===== config.mk =====
export PLATFORM = sky130hd
export DESIGN_NAME = bounded_linked_list_deque
export DESIGN_NICKNAME = d
export VERILOG_FILES = /design/src/hdl/bld_pkg.sv /design/src/hdl/bld_store.sv /design/src/hdl/bounded_linked_list_deque.sv
export VERILOG_INCLUDE_DIRS = /design/src /design/src/hdl
export SDC_FILE = /design/constraint.sdc
export NUM_CORES = 1
export LEC_CHECK = 0
export ABC_AREA = 1
export ABC_CLOCK_PERIOD_IN_PS = 8750
export BUFFER_PORTS_ARGS = -buffer_cell sky130_fd_sc_hd__buf_2
export CAP_MARGIN = 25
export CORE_UTILIZATION = 30
export CTS_BUF_LIST = sky130_fd_sc_hd__clkbuf_16
export CTS_CLUSTER_DIAMETER = 40
export DETAILED_ROUTE_END_ITERATION = 8
export MAX_ROUTING_LAYER = met4
export PLACE_DENSITY_LB_ADDON = 0.15
export SYNTH_ARGS = -nofsm -noshare
export SYNTH_HDL_FRONTEND = slang
export SYNTH_SLANG_ARGS = --single-unit

===== constraint.sdc =====
create_clock -name clk -period 8.75 [get_ports clk]
set_input_delay 0.4375 -clock clk [delete_from_list [all_inputs] [get_ports clk]]
set_output_delay 0.4375 -clock clk [all_outputs]
set_load 0.02 [all_outputs]

===== src/hdl/bounded_linked_list_deque_assert.svh =====
// Assertion macros for the linked list deque.
`ifndef BOUNDED_LINKED_LIST_DEQUE_ASSERT_SVH
`define BOUNDED_LINKED_LIST_DEQUE_ASSERT_SVH
`ifndef ASSERT_OFF
`define BLD_ASSERT_NEXT(label, rst, cond, conseq) \
  label: assert property (@(posedge clk) disable iff (rst) (cond) |=> (conseq)) \
    else $error("label");
`define BLD_ASSERT_NOW(label, rst, cond, conseq) \
  label: assert property (@(posedge clk) disable iff (rst) (cond) |-> (conseq)) \
    else $error("label");
`else
`define BLD_ASSERT_NEXT(label, rst, cond, conseq)
`define BLD_ASSERT_NOW(label, rst, cond, conseq)
`endif
`endif


===== src/hdl/bld_pkg.sv =====
// Package: types, codes and sizes of the linked list deque.
`default_nettype none
package bld_pkg;
  localparam int Capacity = 16;
  localparam int PtrW = 5;
  localparam int IdxW = 4;
  localparam int DataW = 32;
  localparam logic [PtrW-1:0] Nil = PtrW'(Capacity);

  localparam logic [3:0] FN_PUSH_FRONT = 4'd0;
  localparam logic [3:0] FN_PUSH_BACK  = 4'd1;
  localparam logic [3:0] FN_POP_FRONT  = 4'd2;
  localparam logic [3:0] FN_POP_BACK   = 4'd3;
  localparam logic [3:0] FN_PEEK_FRONT = 4'd4;
  localparam logic [3:0] FN_PEEK_BACK  = 4'd5;
  localparam logic [3:0] FN_GET        = 4'd6;
  localparam logic [3:0] FN_SET        = 4'd7;
  localparam logic [3:0] FN_INSERT     = 4'd8;
  localparam logic [3:0] FN_REMOVE_AT  = 4'd9;
  localparam logic [3:0] FN_FIND_FIRST = 4'd10;
  localparam logic [3:0] FN_FIND_LAST  = 4'd11;
  localparam logic [3:0] FN_DEL_FIRST  = 4'd12;
  localparam logic [3:0] FN_DEL_LAST   = 4'd13;
  localparam logic [3:0] FN_CLEAR      = 4'd14;
  localparam logic [3:0] FN_NOP        = 4'd15;

  localparam logic [1:0] ST_OK    = 2'd0;
  localparam logic [1:0] ST_EMPTY = 2'd1;
  localparam logic [1:0] ST_RANGE = 2'd2;
  localparam logic [1:0] ST_FULL  = 2'd3;

  typedef struct packed {
    logic [3:0]              func;
    logic signed [DataW-1:0] data_value;
    logic [4:0]              position;
  } cmd_t;

  typedef struct packed {
    logic [1:0]              status;
    logic signed [DataW-1:0] result_value;
    logic [IdxW-1:0]         result_index;
    logic                    found;
    logic [4:0]              element_count;
  } rsp_t;

  // node store write port
  typedef struct packed {
    logic            we_val;
    logic            we_next;
    logic            we_prev;
    logic [IdxW-1:0] addr;
    logic [DataW-1:0] val;
    logic [PtrW-1:0] nxt;
    logic [PtrW-1:0] prv;
  } nwr_t;
endpackage
`default_nettype wire


===== src/hdl/bld_store.sv =====
// Node store: value, next and prev links, one read and one write a cycle.
`default_nettype none
module bld_store (
  input  wire logic                    clk,
  input  wire bld_pkg::nwr_t           wr,
  input  wire logic [bld_pkg::IdxW-1:0] raddr,
  output logic [bld_pkg::DataW-1:0]    rval,
  output logic [bld_pkg::PtrW-1:0]     rnext,
  output logic [bld_pkg::PtrW-1:0]     rprev
);
  import bld_pkg::*;
  logic [DataW-1:0] mval [Capacity];
  logic [PtrW-1:0]  mnext [Capacity];
  logic [PtrW-1:0]  mprev [Capacity];

  always_ff @(posedge clk) begin
    if (wr.we_val) mval[wr.addr] <= wr.val;
    if (wr.we_next) mnext[wr.addr] <= wr.nxt;
    if (wr.we_prev) mprev[wr.addr] <= wr.prv;
    rval <= mval[raddr];
    rnext <= mnext[raddr];
    rprev <= mprev[raddr];
  end
endmodule
`default_nettype wire


===== src/hdl/bounded_linked_list_deque.sv =====
// Top level: sequencer that walks and edits the linked list in the node store.
//
// Linked list deque of 16 signed 32-bit values. Raise start with a command
// while busy is low; busy then stays high until the result, which appears on
// the result port for one cycle with done high, in the first cycle busy is low
// again, and must be taken then. Every command passes through a decode state
// (twice for an insert at the end), and each node visited in the node store
// takes a step, a registered read and a compare (S_RD, S_WT, S_ACT): index
// walks visit up to 8 nodes from the nearer end, value searches up to 16 nodes.
`default_nettype none
module bounded_linked_list_deque (
  input  wire logic          clk,
  input  wire logic          rst,
  input  wire logic          start,
  input  wire bld_pkg::cmd_t cmd,
  output logic               busy,
  output logic               done,
  output bld_pkg::rsp_t      rsp
);
  import bld_pkg::*;

  localparam logic [3:0] S_IDLE = 4'd0;
  localparam logic [3:0] S_DEC  = 4'd1;
  localparam logic [3:0] S_RD   = 4'd2;
  localparam logic [3:0] S_WT   = 4'd3;
  localparam logic [3:0] S_ACT  = 4'd4;
  localparam logic [3:0] S_L1   = 4'd5;
  localparam logic [3:0] S_L2   = 4'd6;
  localparam logic [3:0] S_OUT  = 4'd7;

  logic [3:0]       state;
  cmd_t             c;
  logic [Capacity-1:0] free_map;
  logic [PtrW-1:0]  head_ptr, tail_ptr, item_count;
  logic [PtrW-1:0]  p;        // node being visited
  logic [PtrW-1:0]  idx;      // its index
  logic             back;     // walk direction
  logic             search;   // value search vs index walk
  logic [PtrW-1:0]  steps;
  logic [PtrW-1:0]  nx, pv, x;  // target node (x) and its links (nx, pv)
  logic [1:0]       mode;     // 0 read only, 1 drop, 2 insert before, 3 set
  logic [IdxW-1:0]  newn;
  rsp_t             r;
  nwr_t             wr;
  logic [IdxW-1:0]  raddr;
  logic [DataW-1:0] rval;
  logic [PtrW-1:0]  rnext, rprev;

  bld_store u_store (.clk, .wr, .raddr, .rval, .rnext, .rprev);

  // lowest free node
  always_comb begin
    newn = '0;
    for (int i = Capacity - 1; i >= 0; i--) if (free_map[i]) newn = IdxW'(i);
  end

  assign raddr = p[IdxW-1:0];
  assign busy = (state != S_IDLE);
  assign rsp = r;

  always_ff @(posedge clk) begin
    wr <= '0;
    done <= 1'b0;
    if (rst) begin
      state <= S_IDLE;
      free_map <= '1;
      head_ptr <= Nil;
      tail_ptr <= Nil;
      item_count <= '0;
    end else begin
      unique case (state)
        S_IDLE: if (start) begin
          c <= cmd;
          r <= '0;
          state <= S_DEC;
        end
        S_DEC: begin
          state <= S_OUT;
          unique case (c.func)
            FN_PUSH_FRONT, FN_PUSH_BACK: begin
              if (item_count == PtrW'(Capacity)) r.status <= ST_FULL;
              else begin
                wr.we_val <= 1'b1; wr.we_next <= 1'b1; wr.we_prev <= 1'b1;
                wr.addr <= newn; wr.val <= c.data_value;
                free_map[newn] <= 1'b0;
                item_count <= item_count + 1'b1;
                if (c.func == FN_PUSH_FRONT) begin
                  wr.prv <= Nil; wr.nxt <= head_ptr;
                  head_ptr <= {1'b0, newn};
                  if (head_ptr == Nil) tail_ptr <= {1'b0, newn};
                  else begin x <= head_ptr; state <= S_L1; end
                end else begin
                  wr.nxt <= Nil; wr.prv <= tail_ptr;
                  tail_ptr <= {1'b0, newn};
                  if (tail_ptr == Nil) head_ptr <= {1'b0, newn};
                  else begin x <= tail_ptr; state <= S_L2; end
                end
              end
            end
            FN_POP_FRONT, FN_POP_BACK, FN_PEEK_FRONT, FN_PEEK_BACK: begin
              if (item_count == '0) begin
                r.status <= ST_EMPTY; r.result_value <= '1;
              end else begin
                search <= 1'b0;
                p <= (c.func == FN_POP_FRONT || c.func == FN_PEEK_FRONT)
                     ? head_ptr : tail_ptr;
                mode <= (c.func == FN_POP_FRONT || c.func == FN_POP_BACK)
                        ? 2'd1 : 2'd0;
                state <= S_WT;
              end
            end
            FN_GET, FN_SET, FN_REMOVE_AT, FN_INSERT: begin
              if ((c.func == FN_INSERT) ? (c.position > item_count)
                                        : (c.position >= item_count))
                r.status <= ST_RANGE;
              else if (c.func == FN_INSERT && item_count == PtrW'(Capacity))
                r.status <= ST_FULL;
              else if (c.func == FN_INSERT && c.position == item_count) begin
                c.func <= FN_PUSH_BACK;
                state <= S_DEC;
              end else begin
                search <= 1'b0;
                mode <= (c.func == FN_GET) ? 2'd0 : (c.func == FN_SET) ? 2'd3 :
                        (c.func == FN_INSERT) ? 2'd2 : 2'd1;
                if (c.position < (item_count >> 1)) begin
                  back <= 1'b0; p <= head_ptr; idx <= '0;
                end else begin
                  back <= 1'b1; p <= tail_ptr; idx <= item_count - 1'b1;
                end
                state <= S_RD;
              end
            end
            FN_FIND_FIRST, FN_FIND_LAST, FN_DEL_FIRST, FN_DEL_LAST: begin
              search <= 1'b1;
              back <= (c.func == FN_FIND_LAST || c.func == FN_DEL_LAST);
              p <= (c.func == FN_FIND_LAST || c.func == FN_DEL_LAST)
                   ? tail_ptr : head_ptr;
              idx <= (c.func == FN_FIND_LAST || c.func == FN_DEL_LAST)
                     ? item_count - 1'b1 : '0;
              mode <= (c.func >= FN_DEL_FIRST) ? 2'd1 : 2'd0;
              steps <= '0;
              if (item_count != '0) state <= S_RD;
            end
            FN_CLEAR: begin
              free_map <= '1; head_ptr <= Nil; tail_ptr <= Nil;
              item_count <= '0;
            end
            default: ;
          endcase
        end
        S_RD: begin
          // index walk: target reached, read it without the end-of-list check
          if (!search && idx == c.position) state <= S_WT;
          else if (p == Nil || (search && steps == PtrW'(Capacity))) state <= S_OUT;
          else state <= S_WT;
        end
        S_WT: state <= S_ACT;  // registered read data settles
        S_ACT: begin
          if (search && rval != c.data_value) begin
            p <= back ? rprev : rnext;
            idx <= back ? idx - 1'b1 : idx + 1'b1;
            steps <= steps + 1'b1;
            state <= S_RD;
          end else if (!search && idx != c.position && c.func >= FN_GET) begin
            p <= back ? rprev : rnext;
            idx <= back ? idx - 1'b1 : idx + 1'b1;
            state <= S_RD;
          end else begin
            if (search) begin
              r.found <= 1'b1; r.result_index <= idx[IdxW-1:0];
            end
            x <= p; pv <= rprev;
            nx <= (mode == 2'd2) ? {1'b0, newn} : rnext;
            state <= S_OUT;
            unique case (mode)
              2'd0: if (!search) r.result_value <= rval;  // find reports no value
              2'd3: begin
                r.result_value <= rval;
                wr.we_val <= 1'b1; wr.addr <= p[IdxW-1:0]; wr.val <= c.data_value;
              end
              2'd1: begin
                r.result_value <= rval;
                free_map[p[IdxW-1:0]] <= 1'b1;
                item_count <= item_count - 1'b1;
                if (rprev == Nil) head_ptr <= rnext;
                else begin
                  wr.we_next <= 1'b1; wr.addr <= rprev[IdxW-1:0]; wr.nxt <= rnext;
                end
                if (rnext == Nil) tail_ptr <= rprev;
                else state <= S_L1;  // fix prev of successor next
              end
              2'd2: begin
                // new node before p
                wr.we_val <= 1'b1; wr.we_next <= 1'b1; wr.we_prev <= 1'b1;
                wr.addr <= newn; wr.val <= c.data_value; wr.nxt <= p; wr.prv <= rprev;
                free_map[newn] <= 1'b0;
                item_count <= item_count + 1'b1;
                if (rprev == Nil) head_ptr <= {1'b0, newn};
                state <= S_L1;
              end
              default: ;
            endcase
          end
        end
        S_L1: begin
          state <= S_OUT;
          if (c.func == FN_PUSH_FRONT) begin
            wr.we_prev <= 1'b1; wr.addr <= x[IdxW-1:0]; wr.prv <= head_ptr;
          end else if (mode == 2'd2 && c.func == FN_INSERT) begin
            wr.we_prev <= 1'b1; wr.addr <= x[IdxW-1:0]; wr.prv <= nx;
            if (pv != Nil) state <= S_L2;
          end else begin
            wr.we_prev <= 1'b1; wr.addr <= nx[IdxW-1:0]; wr.prv <= pv;
          end
        end
        S_L2: begin
          state <= S_OUT;
          wr.we_next <= 1'b1;
          if (c.func == FN_INSERT) begin
            wr.addr <= pv[IdxW-1:0]; wr.nxt <= nx;
          end else begin
            wr.addr <= x[IdxW-1:0]; wr.nxt <= tail_ptr;
          end
        end
        S_OUT: begin
          done <= 1'b1;
          r.element_count <= item_count;
          state <= S_IDLE;
        end
        default: state <= S_IDLE;
      endcase
    end
  end

  `include "bounded_linked_list_deque_assert.svh"

  `BLD_ASSERT_NOW(a_done_idle, rst, done, state == S_IDLE)
  `BLD_ASSERT_NOW(a_count_max, rst, 1'b1, item_count <= PtrW'(Capacity))
  `BLD_ASSERT_NOW(a_empty_nil, rst, item_count == '0, head_ptr == Nil && tail_ptr == Nil)
  `BLD_ASSERT_NEXT(a_start_busy, rst, start && !busy, busy)
endmodule
`default_nettype wire

==> summary.txt <==
Outcome
  – Status: complete, no violations

Place
  – Dpl hpwl: 59,700 µm
  – Place WS: 4.87 ns
  – Port bufs: 89
  – Routability cong.: 0.879

Floorplanning
  – Core ar.: 0.118 mm²
  – Die ar.: 0.121 mm²
  – Die width: 348 µm
  – I/O pin total: 90
  – Die H: 348 µm
  – Rows: 126
  – Initial Utilization: 0.304

STA
  – Pin slew with the least headroom to its limit: 1.39 ns
  – Slew margin rel.: 0.0711
  – Final WS setup: 4.87 ns
  – Setup Viol. Count Final: 0
  – Max Freq: 258 MHz
  – Slew Limit Fails: 0
  – Final Hold Vio Count: 0
  – Clock Skews: 0.0328 ns
  – Min Clock Period, post-route: 3.88 ns
  – RSZ-0062 raised after global routing: no
  – Fin crit share: 0.443
  – Sum of negative setup slack: 0 ns

GRT
  – Global-route wire length before repair: 163,000 µm
  – Met3 Track Usage GR: 0.0282
  – Most crowded layer after global routing: met2
  – Initial antenna violation count: 4
  – Global routing usage on met1: 0.247
  – Met2 GRT Util: 0.301
  – Largest net degree at the start of global routing: 171
  – Total GRT Usage: 0.188
  – GRT overflow: 0
  – Number of global-route vias before repair: 24.1k

Worst setup path
  – Startpoint Class: flip-flop
  – Cell mode on critical path: nand2_1
  – Crit-path max FO: 28
  – Worst path required time: 9.14 ns
  – Worst-path cell chain: xnor2_1 > nand2_1 > nor2_1 > nand2_1 > nor2_1 > nand2_1 > nand2_1 > nand2_1 > nand2_1 > inv_1 > a2111oi_2 > buf_4
  – CP arrival: 4.27 ns
  – Endpoint class of the critical path: flip-flop
  – Critical path's slowest cell: a2111oi_2
  – Kind of critical path: reg -> reg
  – CP peak stage delay: 0.61 ns
  – Register-to-Register Path Depth: 12

Synthesis
  – Post-synth EDFFs: 790
  – Compound-cell area share of the yosys netlist: 0.100
  – #FFs+latches synth: 916
  – Synth Instances: 2,805
  – Post-synth cell types: 55
  – Area of the mapped netlist: 0.0360 mm²
  – Syn avg cell area: 12.8 µm²
  – Yosys Warn Count: 0
  – Post-synthesis sequential area ratio: 0.730
  – Post-Synth Simple-Gate Area: 0.115
  – XOR/XNOR Fraction of Synth Area: 0.0102
  – Largest family of logic cells by synthesized area: simple AND/OR/NAND/NOR gates
  – Post-synthesis adder-cell area fraction: 0.00752
  – Syn_nets: 2,870
  – Mux cell area share after synthesis: 0.000557
  – Share of flip-flops with an asynchronous set or reset: 0
  – Ys flop type: edfxtp_1

Drt
  – Routed wire length: 111,000 µm
  – Via density: 5.06
  – Pre-Repair DR Iteration Count: 6
  – Initial DRC count: 1,834
  – ANT nets after route: 0
  – Overall via count from detail_route: 23.7k
  – DRC Markers: 0
  – Routed len/inst: 23.8 µm

Clock tree
  – # Post-CTS Setup Buffers: 0
  – Inserted Clock Buffers: 137
  – Resized Gates After CTS: 0
  – # clock sinks: 916
  – Root buffer cell: clkbuf_16
  – Clock slew seen by the registers of the worst setup and hold paths: 0.05 ns
  – CTS tree: built
  – H-Tree Depth: 4
  – Hold buffer count at CTS: 41
  – Worst-skew pair later-pin latency: 0.77 ns
  – Clock Tree Buf Depth: 3

Layout
  – Most common cell after layout, fill and taps aside: edfxtp_1
  – Fraction of layout cells with a size suffix above 1: 0.136
  – Fill cells: 11.4k
  – Area growth from synthesis to layout: 21.1%
  – Commonest non-fill, non-tap cells in the layout: 790 x edfxtp_1, 439 x nand2_1, 221 x nand3_1
  – Final #Nets: 3,033

Pwr
  – P_leak: 15.2 nW
  – VDD IR-drop max: 195 µV
  – Design Power: 13.8 mW
  – Pwr dens: 316 mW/mm²

Worst hold path
  – Hold path cells: 3
  – Worst Hold Class: in -> reg

Run
  – MaxCap Viol Count: 0
[per-stage QoR]
| stage | std cells | hold WS, ns | instance area (µm²) | utilization |
|---|---|---|---|---|
| 6_report | 4685 | 0.0725 | 43500 | 0.368 |
| 5_1_grt | 4684 | 0.0535 | 43500 | 0.368 |
| 4_1_cts | 4680 | 0.0220 | 43500 | 0.367 |
| 3_5_place_dp | 4385 | 0.458 | 38300 | 0.324 |
| 3_3_place_gp | 4383 | 0.439 | 38300 | 0.323 |
| 2_1_floorplan | 2805 | 0.423 | 36000 | - |
[layer usage]
metal,up-vias,wire length [µm],part of all wire
met1,12016,49900,0.45
met3,165,5880,0.053
met2,798,53400,0.48
met5,-,0,0
li1,10735,-,-
met4,0,2130,0.019
[report_power, final]
group | internal (mW) | switching [mW]
sequential | 5.15 | 0.276
combinational | 0.753 | 1.99
clock | 3.47 | 2.13
[path summary, 6_finish.rpt]
| path | startpoint | end | slack (ns) |
|---|---|---|---|
| setup / recovery | c[17]$_DFFE_PP_ | rsp[22]$_DFFE_PP_ | 4.87 |
| setup reg to reg | c[17]$_DFFE_PP_ | rsp[22]$_DFFE_PP_ | 4.87 |
| hold / removal | start | c[37]$_SDFFCE_PP1P_ | 0.07 |
| hold reg to reg | free_map[14]$_SDFFE_PP1P_ | free_map[14]$_SDFFE_PP1P_ | 0.47 |
[registers in the layout, indices dropped and copies added, names as in the netlist, 16 cells and up]
| signal | count |
|---|---|
| c | 41 |
| free_map | 16 |
| rsp | 44 |
| u_store.mnext | 80 |
| u_store.mprev | 80 |
| u_store.mval | 512 |
| u_store.rval | 32 |
| wr | 49 |
[worst max-delay path, delay by kind of cell (launching register included)]
| kind | cells | cell delay [ns] |
|---|---|---|
| AOI/OAI and AO/OA | 1 | 0.61 |
| xor gates and xnor gates | 1 | 0.16 |
| buffers and inverters | 2 | 0.74 |
| DFF | 1 | 0.40 |
| and+or+nand+nor | 8 | 1.53 |
[final cells by class]
| type | instances | area (µm²) | area share |
|---|---|---|---|
| clock buffer | 138 | 3450 | 0.0793 |
| tap | 1600 | 2000 | 0.0460 |
| multi-input combinational | 1553 | 8540 | 0.196 |
| clock inverter | 116 | 1320 | 0.0303 |
| antenna | 2 | 5.00 | 0.000115 |
| inverter | 185 | 706 | 0.0162 |
| timing repair buffer | 175 | 1280 | 0.0294 |
| sequential | 916 | 26200 | 0.603 |
[logic make-up after synthesis]
logic type | after synthesis
buffers and inverters | 336
AO/OA/AOI/OAI | 561
adder cells (fa/ha/maj) | 21
XOR/XNOR | 42
multiplexers | 2
flip-flops | 916
AND/OR/NAND/NOR | 927
[cell usage after synthesis (3+ instances only)]
| cell | count | share of area |
|---|---|---|
| edfxtp_1 | 790 | 0.66 |
| nand2_1 | 441 | 0.046 |
| nand3_1 | 221 | 0.031 |
| a31oi_1 | 187 | 0.033 |
| nor2_1 | 171 | 0.018 |
| a22oi_1 | 168 | 0.035 |
| inv_1 | 167 | 0.017 |
| dfxtp_1 | 126 | 0.070 |
| clkbuf_1 | 115 | 0.012 |
| o21ai_0 | 71 | 0.0099 |
| a21oi_1 | 65 | 0.0090 |
| or4_1 | 42 | 0.0088 |
| xnor2_1 | 36 | 0.0088 |
| buf_2 | 24 | 0.0033 |
| o21ai_1 | 22 | 0.0031 |
| ha_1 | 20 | 0.0070 |
| inv_2 | 17 | 0.0018 |
| nor3_1 | 14 | 0.0019 |
| o211ai_1 | 11 | 0.0023 |
| o22ai_1 | 10 | 0.0017 |
| nor2_2 | 9 | 0.0016 |
| buf_1 | 7 | 0.00073 |
| nand4_1 | 7 | 0.0012 |
| xor2_1 | 6 | 0.0015 |
| nor4_1 | 5 | 0.00087 |
| nor2_4 | 4 | 0.0013 |
| a211oi_1 | 3 | 0.00063 |
| a221oi_1 | 3 | 0.00073 |
| buf_6 | 3 | 0.00094 |
| o221ai_1 | 3 | 0.00073 |
| or2_2 | 3 | 0.00052 |
(Power assumes the default switching activity.)
